### src/hw/rtl/vector_quantizer_best_match_train_top_assert.svh
// assertion macros for the vector quantizer top level
// no dependencies
`ifndef VECTOR_QUANTIZER_BEST_MATCH_TRAIN_TOP_ASSERT_SVH
`define VECTOR_QUANTIZER_BEST_MATCH_TRAIN_TOP_ASSERT_SVH
// implication checked every clock outside reset
`define VQ_ASSERT_IMP(label, ante, cons) \
  label: assert property (@(posedge clk) disable iff (!rst_n) (ante) |-> (cons)) \
    else $error("assertion failed");
// next-cycle implication
`define VQ_ASSERT_NXT(label, ante, cons) \
  label: assert property (@(posedge clk) disable iff (!rst_n) (ante) |=> (cons)) \
    else $error("assertion failed");
`endif

### src/hw/rtl/vqbm_pkg.sv
// package for the vector quantizer: constants, types, state enum
// no dependencies
package vqbm_pkg;
  localparam int MAX_NODES_DEF  = 64;
  localparam int MAX_DIMS_DEF   = 32;
  localparam int VALUE_BITS_DEF = 16;
  localparam int NODE_W = 6;
  localparam int ELEM_W = 5;
  localparam int IN_W   = 16;
  localparam int DIST_W = 37;
  localparam int CNODE_W = 7;
  localparam int CDIM_W  = 6;
  localparam int RATE_W  = 16;

  localparam logic [1:0] CMD_LOAD  = 2'd0;
  localparam logic [1:0] CMD_TRAIN = 2'd1;
  localparam logic [1:0] CMD_MAP   = 2'd2;

  localparam logic [1:0] REG_NODES = 2'd0;
  localparam logic [1:0] REG_DIMS  = 2'd1;
  localparam logic [1:0] REG_RATE  = 2'd2;

  typedef enum logic [2:0] {
    ST_IDLE, ST_SRCH, ST_UPD, ST_OUT
  } vqbm_state_t;

  typedef struct packed {
    logic load_wr;
    logic samp_wr;
    logic srch_start;
    logic upd_start;
    logic out_load;
  } vqbm_cmd_t;

  typedef struct packed {
    logic srch_done;
    logic upd_done;
  } vqbm_sts_t;
endpackage

### src/hw/rtl/vqbm_ctrl.sv
// controller state machine for the vector quantizer
// depends on vqbm_pkg
module vqbm_ctrl import vqbm_pkg::*; (
  input  logic        clk,
  input  logic        rst_n,
  input  logic        in_valid,
  output logic        in_ready,
  input  logic [1:0]  in_command,
  input  logic        in_last_element,
  output logic        out_valid,
  input  logic        out_ready,
  output vqbm_cmd_t   cmd,
  input  vqbm_sts_t   sts,
  output logic        train_r
);
  vqbm_state_t state_r, state_nxt;
  logic train_nxt, out_valid_r, out_valid_nxt;
  logic acc;

  assign acc = in_valid && in_ready;
  assign out_valid = out_valid_r;

  always_ff @(posedge clk) begin
    if (!rst_n) begin
      state_r <= ST_IDLE;
      train_r <= 1'b0;
      out_valid_r <= 1'b0;
    end else begin
      state_r <= state_nxt;
      train_r <= train_nxt;
      out_valid_r <= out_valid_nxt;
    end
  end

  always_comb begin
    state_nxt = state_r;
    train_nxt = train_r;
    out_valid_nxt = out_valid_r && !out_ready;
    cmd = '0;
    in_ready = 1'b0;
    unique case (state_r)
      ST_IDLE: begin
        in_ready = 1'b1;
        if (acc) begin
          cmd.load_wr = (in_command == CMD_LOAD);
          cmd.samp_wr = (in_command == CMD_TRAIN) || (in_command == CMD_MAP);
          if (cmd.samp_wr && in_last_element) begin
            cmd.srch_start = 1'b1;
            train_nxt = (in_command == CMD_TRAIN);
            state_nxt = ST_SRCH;
          end
        end
      end
      ST_SRCH: begin
        if (sts.srch_done) begin
          if (train_r) begin
            cmd.upd_start = 1'b1;
            state_nxt = ST_UPD;
          end else begin
            state_nxt = ST_OUT;
          end
        end
      end
      ST_UPD: begin
        if (sts.upd_done) state_nxt = ST_OUT;
      end
      ST_OUT: begin
        if (!out_valid_r || out_ready) begin
          cmd.out_load = 1'b1;
          out_valid_nxt = 1'b1;
          state_nxt = ST_IDLE;
        end
      end
      default: state_nxt = ST_IDLE;
    endcase
  end
endmodule

### config.mk
export PLATFORM = sky130hd
export DESIGN_NAME = vqbm_ctrl
export DESIGN_NICKNAME = d
export VERILOG_FILES = /design/src/hw/rtl/vector_quantizer_best_match_train_top_assert.svh /design/src/hw/rtl/vqbm_pkg.sv /design/src/hw/rtl/vqbm_ctrl.sv
export SDC_FILE = /design/constraint.sdc
export NUM_CORES = 1
export LEC_CHECK = 0
export ABC_AREA = 1
export BUFFER_PORTS_ARGS = -buffer_cell sky130_fd_sc_hd__buf_2
export CORE_AREA = 2 2 39 41
export CTS_CLUSTER_SIZE = 12
export DETAILED_ROUTE_END_ITERATION = 8
export DIE_AREA = 0 0 41 43
export PLACE_DENSITY = 0.52
export SLEW_MARGIN = 20
export SYNTH_ARGS = -nofsm -noshare
export SYNTH_HDL_FRONTEND = slang
export SYNTH_SLANG_ARGS = --single-unit
### constraint.sdc
create_clock -name clk -period 1.4 [get_ports clk]
set_input_delay 0.35 -clock clk [delete_from_list [all_inputs] [get_ports clk]]
set_output_delay 0.35 -clock clk [all_outputs]
set_load 0.01 [all_outputs]
* After elaboration in Yosys (flattened, before gate mapping)
Index checks and enable logic that the tools add are counted.
** Storage, ports and cells
- Bits in writable memories :: 0
- Bits in read-only memories :: 0
- Bits in latches :: 0
- Input port bits :: 9
- Logic and storage cells :: 42
- Output and inout port bits :: 8
- Flip-flop bits (word level) :: 5
- Memories :: 0
** Operators by class
- $lt $le $gt $ge :: 0
- Reduce and logical (&&, ||, !) cells :: 11
- $mul :: 0
- Multiplexer cells :: 18
- Bitwise logic cells :: 0
- Equal/unequal tests :: 10
- Div/mod/pow operators :: 0
- Shifts and indexed selects :: 0
- $add $sub $neg :: 0
** Operator list (number)
- $mux W3 :: 7
- $pmux W3 S4 :: 1
- $mux W1 :: 10
- $ne A2 B2 Y1 const B :: 5
- $eq A3 B2 Y1 const B :: 2
- $reduce_and A5 Y1 :: 1
- $eq A3 B1 Y1 const B :: 1
- $logic_and A1 B1 Y1 :: 3
- $logic_not A3 Y1 :: 1
- $reduce_and A3 Y1 :: 1
- $eq A2 B1 Y1 const B :: 1
- $eq A2 B2 Y1 const B :: 1
- $logic_not A1 Y1 :: 2
- $logic_not A2 Y1 :: 1
- $logic_or A1 B1 Y1 :: 2

* Depth between registers and ports, before layout
Gate-level depths: netlist of the first run.
- Word-level depth :: 6
- Gate-level depth with buffers :: 9
- Gate-level depth less buffers :: 9

* Least setup slack after synthesis of the first run
OpenSTA, ideal clock, no wires.
- Path type :: input-to-output
- Start point :: input in_command[1]
- End point :: output cmd[2] (netlist name)
- Setup slack :: 77 ps
- Buffers on the path :: 0
- Stages on the path :: 4
- Data arrival time :: 973 ps
- Required time :: 1050 ps
- Path through :: inv_1 -> ha_1 -> nand4_1 -> nor2_1
** RTL lines
- start: declaration :: line vqbm_ctrl.sv:8 : input logic [1:0] in_command,
- end: declaration :: line vqbm_ctrl.sv:12 : output vqbm_cmd_t cmd,

==> out/qor.csv, run 1 <==
metric;value;unit
h-tree-depth;1;
fillers;141;
cellLeakagePower;0.370;nW
fin_skew;0.00270;ns
syn_avg_cell_area;6.57;um^2
antenna_found_initial;0;
synth_nets;77;
gr-total-overflow;0;
fin_hold_ws;0.372;ns
dr.pass1.iters;4;
path_cells;inv_6 -> ha_4 -> nand4_1 -> nor2_1 -> buf_2;
place_inst;97;
drv_slew;0;
use_met1;11.5;%
fin_ws;-0.105;ns
p_comb_share;69.3;%
outcome;finished, violations left;
critPathMaxStageDelay;0.35;ns
num_antenna_cells;0;
clkSinkCount;4;
critPathLaunch;state_r[1];
portBuffers;16;
drc;0;
yosysUniqueCellTypes;12;
netlist_area;394;um^2
vias_per_cell;4.38;
slew_headroom;90.5;%
drive_gt1_share;50.6;%
multi_input_area;330;um^2
worstPathRequired;1.05;ns
stdcell_count;105;
hold_path_class;primary input to flop;
grt_start_max_net_pins;6;
p_int;0.643;mW
worst_pin_slew;0.143;ns
synth-seq-cells;4;
post-dp-hpwl;726;um
worstPathArrival;1.15;ns
ys.warnings.count;0;
ctsLongestPathBuffers;2;
endpoint_kind;output pin;
switching_share;42.4;%
max_cap_viol_count;0;
start_util;28.5;%
core;1380;um^2
pwr-share-clk;12.6;%
grt_use_met3;6.28;%
io_pins;17;
vias;460;
fp-row-count;14;
p_per_area;1630;nW/um^2
slowest_stage;dfxtp_4;
min_from;rst_n;
busiest_layer;met2;
startpoint_type;flop;
ant_nets;0;
wl_per_cell;8.90;um
die-area;1760;um^2
cts_buffers;3;
seqPwrFrac;18.1;%
track_usage;12.0;%
cts.clk_slew.worst_paths;0.04;ns
fmax;665;MHz
fp.dieH;43;um
setup_viol;5;
final_core_util;49.6;%
clockRootBuffer;clkbuf_4;
gp_congestion;0.767;
netlist_instances;60;
setup-tns-final;-0.294;ns
yosysSeqAreaShare;20.3;%
place_ws;-0.0636;ns
seq_area;85.1;um^2
cp_max_fo;3;
cts_tree;built;
min_period;1.50;ns
finalHoldViolations;0;
clk_latency;0.24;ns
final_cell_mix;15 x buf_2, 12 x inv_1, 12 x nand2_1;
use_met2;21.6;%
syn2layout_area_growth;74.3;%
post-route-period-util;107;%
grt_pass1_wl;1.44;mm
final_common_cell;buf_2;
nets;108;
switchingPower;0.473;mW
die_w;41;um
grt_pass1_vias;410;
drt_iter0_drc;7;
drt-total-wl;934;um
rsz0062_at_grt;true;
crit_type;flop to output pin;
violations;setup timing;
worstReg2RegStart;state_r[1];
ir_drop;0.660;mV
==> cell families (layout without fill, tap and decap cells) <==
group	after synthesis	count (layout)	share of synthesized area, %
simple gates	27	27	31.4
fa+ha+maj	8	8	25.4
compound gates	7	7	9.52
flops	4	4	20.3
buf+inv	14	43	13.3
==> through the flow <==
stage                     total power, mW  instance area (um^2)
after detailed placement            0.714                   532
after global placement              0.714                   532
after floorplan                     0.544                   394
final                                1.12                   687
after CTS                            1.04                   653
after global routing                 1.23                   687
==> cells in the mapped netlist <==
library cell / number / share of area (%)
nand2_2: 2 / 3.2
nand3_2: 2 / 5.1
dfxtp_1: 4 / 20
o21ai_1: 2 / 2.5
a21boi_0: 1 / 1.9
nand4_1: 1 / 1.6
a21oi_1: 4 / 5.1
inv_1: 14 / 13
nand2_1: 13 / 12
nor2_1: 8 / 7.6
ha_1: 8 / 25
nor2_2: 1 / 1.6
==> worst max-delay path, delay by kind of cell (launching register included) <==
family	cells	cell delay (ns)
fa+ha+maj	1	0.13
buf+inv	2	0.21
flops	1	0.35
simple gates	2	0.23
==> path summary, 6_finish.rpt <==
check / slack, ns / end / depth (start not counted)
setup / recovery: -0.10 / cmd[2] / 5
hold / removal: 0.37 / train_r / 3
setup reg to reg: 0.06 / train_r / 8
hold reg to reg: 0.49 / train_r / 2
==> per-layer routing <==
metal / routed length [um] / up-vias / part of all wire (%)
li1: - / 240 / -
met1: 350 / 208 / 37
met5: 0 / - / 0
met2: 524 / 12 / 56
met3: 58 / 0 / 6.2
met4: 0 / 0 / 0
==> state kept, by name (all words and copies together) (netlist names) <==
| signal | count |
|---|---|
| state_r | 2 |
| out_valid | 1 |
| train_r | 1 |
==> power groups by stage <==
| stage | sequential (mW) | clock (mW) | combinational [mW] |
|---|---|---|---|
| after floorplan | 0.181 | 0 | 0.363 |
| after global placement | 0.171 | 0 | 0.543 |
| after detailed placement | 0.171 | 0 | 0.543 |
| after CTS | 0.200 | 0.147 | 0.691 |
| after global routing | 0.208 | 0.154 | 0.864 |
| final | 0.202 | 0.140 | 0.774 |
==> layout make-up <==
class	instances	share of cell area, %
clock buffer	3	3.28
inverter	14	8.74
sequential	4	12.4
multi-input combinational	42	48.1
timing repair buffer	26	24.6
tap	16	2.91
==> what timing repair did <==
action	CTS	global route
resized for setup	18	4
pin swaps	7	6
setup buffers	4	2
setup endpoints to repair	6	6
hold buffers	0	0
No activity file was read; power rests on OpenSTA's default activity.
==> inputs of run 2 (changes only) <==
--- a/config.mk
+++ b/config.mk
@@ -5,13 +5,12 @@
 export SDC_FILE = /design/constraint.sdc
 export NUM_CORES = 1
 export LEC_CHECK = 0
-export ABC_AREA = 1
 export BUFFER_PORTS_ARGS = -buffer_cell sky130_fd_sc_hd__buf_2
 export CORE_AREA = 2 2 39 41
 export CTS_CLUSTER_SIZE = 12
 export DETAILED_ROUTE_END_ITERATION = 8
 export DIE_AREA = 0 0 41 43
-export PLACE_DENSITY = 0.52
+export PLACE_DENSITY = 0.57
 export SLEW_MARGIN = 20
 export SYNTH_ARGS = -nofsm -noshare
 export SYNTH_HDL_FRONTEND = slang
==> run 2 against run 1 <==
Compared with the run above: the run still ends with setup timing left; cell count decreased by 13%; critical path depth did not move; worst hold slack better by 0.0037 ns; sequential cell count unchanged; highest routed layer is now met4.
==> out/qor.csv, run 2 <==
metric;value;unit
ff2ff_setup_slack;-0.14;ns
use_met2;23.1;%
final_cell_mix;14 x buf_2, 8 x buf_4, 7 x buf_6;
yosysUniqueCellTypes;19;
yosys.area.top_type;ha_1;
endpoint;cmd[0];
netlist_top_cells_area;ha_1 28%, dfxtp_1 23%, inv_1 8.5%;
crit_type;flop to output pin;
setup_viol;8;
largest_register_ff_count;2;
worstReg2RegStart;state_r[0];
worstPathRequired;1.05;ns
track_usage;14.1;%
busiest_layer;met2;
clockRootBuffer;clkbuf_4;
drive_gt1_share;66.7;%
violations;setup timing;
critPathLaunch;state_r[0];
final_common_cell;buf_2;
cp_max_fo;3;
wl_per_cell;11.9;um
syn_avg_cell_area;8.21;um^2
ant_nets;0;
ys.warnings.count;0;
vias;408;
fp.dieH;43;um
drc;0;
place_ws;-0.281;ns
cts_buffers;3;
fillers;124;
gp_congestion;0.754;
grt_use_met3;3.14;%
grt_pass1_vias;365;
hold_path_class;primary input to flop;
outcome;finished, violations left;
post-dp-hpwl;681;um
cts.clk_slew.worst_paths;0.04;ns
cts_hold_buffers;0;
synth-seq-cells;4;
post-route-period-util;114;%
drt_iter0_drc;3;
die-area;1760;um^2
min_period;1.59;ns
max_cap_viol_count;0;
ys_top_cells_by_count;8 x ha_1, 8 x inv_1, 4 x dfxtp_1, 4 x nor2_1, 3 x nor2b_1;
fp-row-count;14;
portBuffers;16;
nets;94;
fmax;627;MHz
synth_ff_type;dfxtp_1;
synth-async-reset-ratio;0;%
dr.pass1.iters;4;
cellLeakagePower;0.350;nW
antenna_found_initial;0;
fin_skew;0.00403;ns
synth_nets;60;
netlist_area;353;um^2
use_met1;13.7;%
r2r_end;state_r[0];
ir_drop;0.451;mV
yosysSeqAreaShare;22.7;%
clkSinkCount;4;
gr-total-overflow;0;
clk_latency;0.25;ns
syn2layout_area_growth;103;%
place_inst;85;
cts_tree;built;
h-tree-depth;1;
finalHoldViolations;0;
grt_pass1_wl;1.59;mm
startpoint_type;flop;
drv_slew;0;
fin_ws;-0.194;ns
rsz0062_at_grt;true;
r2r_cells;5;
drt-total-wl;1.08;mm
endpoint_kind;output pin;
io_pins;17;
vias_per_cell;4.48;
registers.top_by_ff_count;state_r;
grt_start_max_net_pins;6;
start_util;25.5;%
stdcell_count;91;
core;1380;um^2
worst_pin_slew;0.259;ns
netlist_instances;43;
slew_headroom;82.7;%
die_w;41;um
ctsLongestPathBuffers;2;
num_antenna_cells;0;
p_per_area;968;nW/um^2
synth-edff-count;0;
synth_top_area_share;28.4;%
worstPathArrival;1.24;ns
-- run 2: how the worst min path moves through the flow --
stage | to | start | slack (ns) | depth (start not counted)
6_report | out_valid | rst_n | 0.38 | 2
5_1_grt | out_valid | rst_n | 0.40 | 2
4_1_cts | out_valid | rst_n | 0.38 | 2
3_5_place_dp | train_r | train_r | 0.56 | 2
3_3_place_gp | train_r | train_r | 0.56 | 2
2_1_floorplan | out_valid | rst_n | 0.47 | 1
-- run 2: worst max-delay path: stages, from the launching register on --
cell and delay [ns]:
dfxtp_4 0.36, buf_6 0.12, ha_4 0.15, buf_6 0.10
nor2b_1 0.11, buf_2 0.14
-- run 2: routing by layer --
layer / up-vias / part of all wire, %
li1: 210 / -
met1: 182 / 37
met2: 14 / 55
met3: 2 / 5.3
met4: 0 / 2.0
met5: - / 0
-- run 2: where the power goes --
part           total [mW]  switching (mW)  internal (mW)
logic               0.388           0.174          0.214
registers           0.147          0.0191          0.128
clock network       0.158          0.0610         0.0968
-- run 2: kinds of logic (layout without fill, tap and decap cells) --
| logic type | Yosys count | count (layout) | synth area share [%] |
|---|---|---|---|
| AND/OR/NAND/NOR | 14 | 14 | 21.3 |
| adder cells (fa/ha/maj) | 8 | 8 | 28.4 |
| AO/OA/AOI/OAI | 8 | 8 | 16.3 |
| buffers and inverters | 8 | 40 | 8.51 |
| flip-flops | 4 | 4 | 22.7 |
| multiplexers | 1 | 1 | 2.84 |
-- run 2: cell type report --
cell class	count	area, um^2	share of cell area (%)
Multi-Input combinational cell	31	339	47.4
Timing Repair Buffer	29	209	29.2
Sequential cell	4	87.6	12.2
Inverter	8	37.5	5.24
Clock buffer	3	22.5	3.15
Tap cell	16	20.0	2.80
-- run 2: timing repair --
item	4_1_cts	5_1_grt
gates resized for setup	20	14
pin swaps	4	7
hold endpoints to repair	0	0
setup buffers	1	2
setup endpoints to repair	8	8
-- run 2: through the flow --
| stage | util (%) | area, um^2 | power (mW) | TNS, ns | hold slack (ns) |
|---|---|---|---|---|---|
| CTS | 47.1 | 652 | 0.626 | -0.893 | 0.381 |
| global route | 51.7 | 716 | 0.733 | -1.32 | 0.398 |
| finish | 51.7 | 716 | 0.692 | -0.931 | 0.375 |
| floorplan | - | 368 | 0.264 | -0.182 | 0.468 |
| detailed placement | 39.2 | 543 | 0.385 | -0.519 | 0.562 |
| global placement | 39.2 | 543 | 0.385 | -0.472 | 0.561 |
==> inputs of run 3 (changes only) <==
==> constraint.sdc (replaced) <==
create_clock -name clk -period 1.4 [get_ports clk]
set_input_delay 0.21 -clock clk [delete_from_list [all_inputs] [get_ports clk]]
set_output_delay 0.21 -clock clk [all_outputs]
set_load 0.01 [all_outputs]
==> run 3 against run 2 <==
Compared with the run above: die area unchanged; clock-buffer cell count unchanged; clock skew decreased by 0.00071 ns; sequential power increased by 4%; total power decreased by 7.1%; register-to-register slack improved by 0.06 ns; critical path depth increased by 1; first-iteration DRC count decreased by 100%; critical endpoint is now state_r[0]; combinational power decreased by 9.5%; sequential share of layout area increased by 0.73 points; the flow still finishes with violations (setup timing); fmax increased by 7.6%; non-clock buffer count decreased by 1.
==> out/qor.csv, run 3 (synthesis gave the netlist of run 2 again) <==
metric;value;unit
outcome;finished, violations left;
violations;setup timing;
p_per_area;952;nW/um^2
endpoint;state_r[0];
gr-total-overflow;0;
place_area;544;um^2
drt_iter0_drc;0;
registers.top_by_ff_count;state_r;
clkSinkCount;4;
min_period;1.48;ns
startpoint_type;flop;
io_pins;17;
drv_slew;0;
cts_hold_buffers;0;
fin_ws;-0.0818;ns
drt-total-wl;891;um
drive_gt1_share;62.2;%
wl_per_cell;9.90;um
grt_pass1_vias;376;
stdcell_count;90;
fmax;675;MHz
gp_congestion;0.702;
crit_type;flop to flop;
antenna_found_initial;0;
ff2ff_setup_slack;-0.08;ns
grt_pass1_wl;1.43;mm
worstPathRequired;1.55;ns
post-route-period-util;106;%
stdcell_area;676;um^2
cp_max_fo;4;
r2r_end;state_r[0];
post-dp-hpwl;726;um
final_core_util;48.8;%
fp.dieH;43;um
worst_pin_slew;0.230;ns
cts_tree;built;
fillers;128;
grt_start_max_net_pins;6;
fp-row-count;14;
finalPower;0.643;mW
dr.pass1.iters;1;
worstReg2RegStart;state_r[1];
critPathLaunch;state_r[1];
max_cap_viol_count;0;
place_inst;84;
ctsLongestPathBuffers;2;
vias_per_cell;4.39;
track_usage;11.4;%
ant_nets;0;
drc;0;
r2r_cells;6;
setup_viol;4;
syn2layout_area_growth;91.5;%
worstPathArrival;1.63;ns
slew_headroom;84.6;%
rsz0062_at_grt;true;
endpoint_kind;flop;
fin_skew;0.00332;ns
clk_latency;0.23;ns
hold_path_class;primary input to flop;
cellLeakagePower;0.350;nW
die-area;1760;um^2
finalHoldViolations;0;
clockRootBuffer;clkbuf_4;
start_util;25.5;%
h-tree-depth;1;
nets;93;
portBuffers;16;
cts.clk_slew.worst_paths;0.04;ns
final_common_cell;buf_2;
vias;395;
cts_buffers;3;
num_antenna_cells;0;
final_cell_mix;16 x buf_2, 9 x buf_4, 4 x inv_1, 4 x ha_1, 4 x ha_4;
ir_drop;0.431;mV
largest_register_ff_count;2;
die_w;41;um
core;1380;um^2
-- run 3: cell types whose count changed in the layout (fill, tap and decap cells not counted), sizes merged --
| cell | before | now |
|---|---|---|
| buf | 29 | 28 |
-- run 3: per-layer routing --
metal	global-route usage, %	up-vias	routed length, um
li1	-	208	-
met1	12.1	173	329
met2	21.9	14	504
met3	1.57	0	58
met4	2.00	0	0
met5	0	-	0
-- run 3: power breakdown --
group	switching, mW	total (mW)	internal, mW
sequential	0.0249	0.153	0.128
combinational	0.154	0.351	0.198
clock	0.0434	0.139	0.0957
total	0.222	0.643	0.421
-- run 3: area by class of cell --
cell class / instances / area, um^2 / share of cell area (%)
sequential: 4 / 87.6 / 13.0
multi-input combinational: 31 / 324 / 48.0
tap: 16 / 20.0 / 2.96
clock buffer: 3 / 22.5 / 3.33
inverter: 8 / 40.0 / 5.93
timing repair buffer: 28 / 181 / 26.9
-- run 3: worst max-delay path, stage by stage (launching register included) --
cell	delay, ns
dfxtp_4	0.39
inv_6	0.06
ha_4	0.16
inv_2	0.06
o221ai_2	0.11
or4b_1	0.51
a21boi_1	0.13
-- run 3: stage by stage --
step / setup slack [ns] / hold WS (ns) / TNS (ns)
4_1_cts: -0.129 / 0.244 / -0.211
2_1_floorplan: -0.0678 / 0.328 / -0.0678
3_5_place_dp: -0.178 / 0.486 / -0.196
5_1_grt: -0.153 / 0.250 / -0.559
6_report: -0.0818 / 0.248 / -0.142
3_3_place_gp: -0.140 / 0.481 / -0.140
-- run 3: worst min path at each step --
stage,cells after the start,startpoint,to
final,2,rst_n,out_valid
after global routing,2,rst_n,out_valid
after CTS,2,rst_n,out_valid
after detailed placement,2,rst_n,out_valid
after global placement,2,rst_n,out_valid
after floorplan,1,rst_n,out_valid
-- run 3: timing repair --
action | CTS | global route
buffers inserted | 2 | 1
endpoints found under the hold margin | 0 | 0
pin swaps | 9 | 4
endpoints found under the setup margin | 4 | 6
resized for setup | 17 | 4
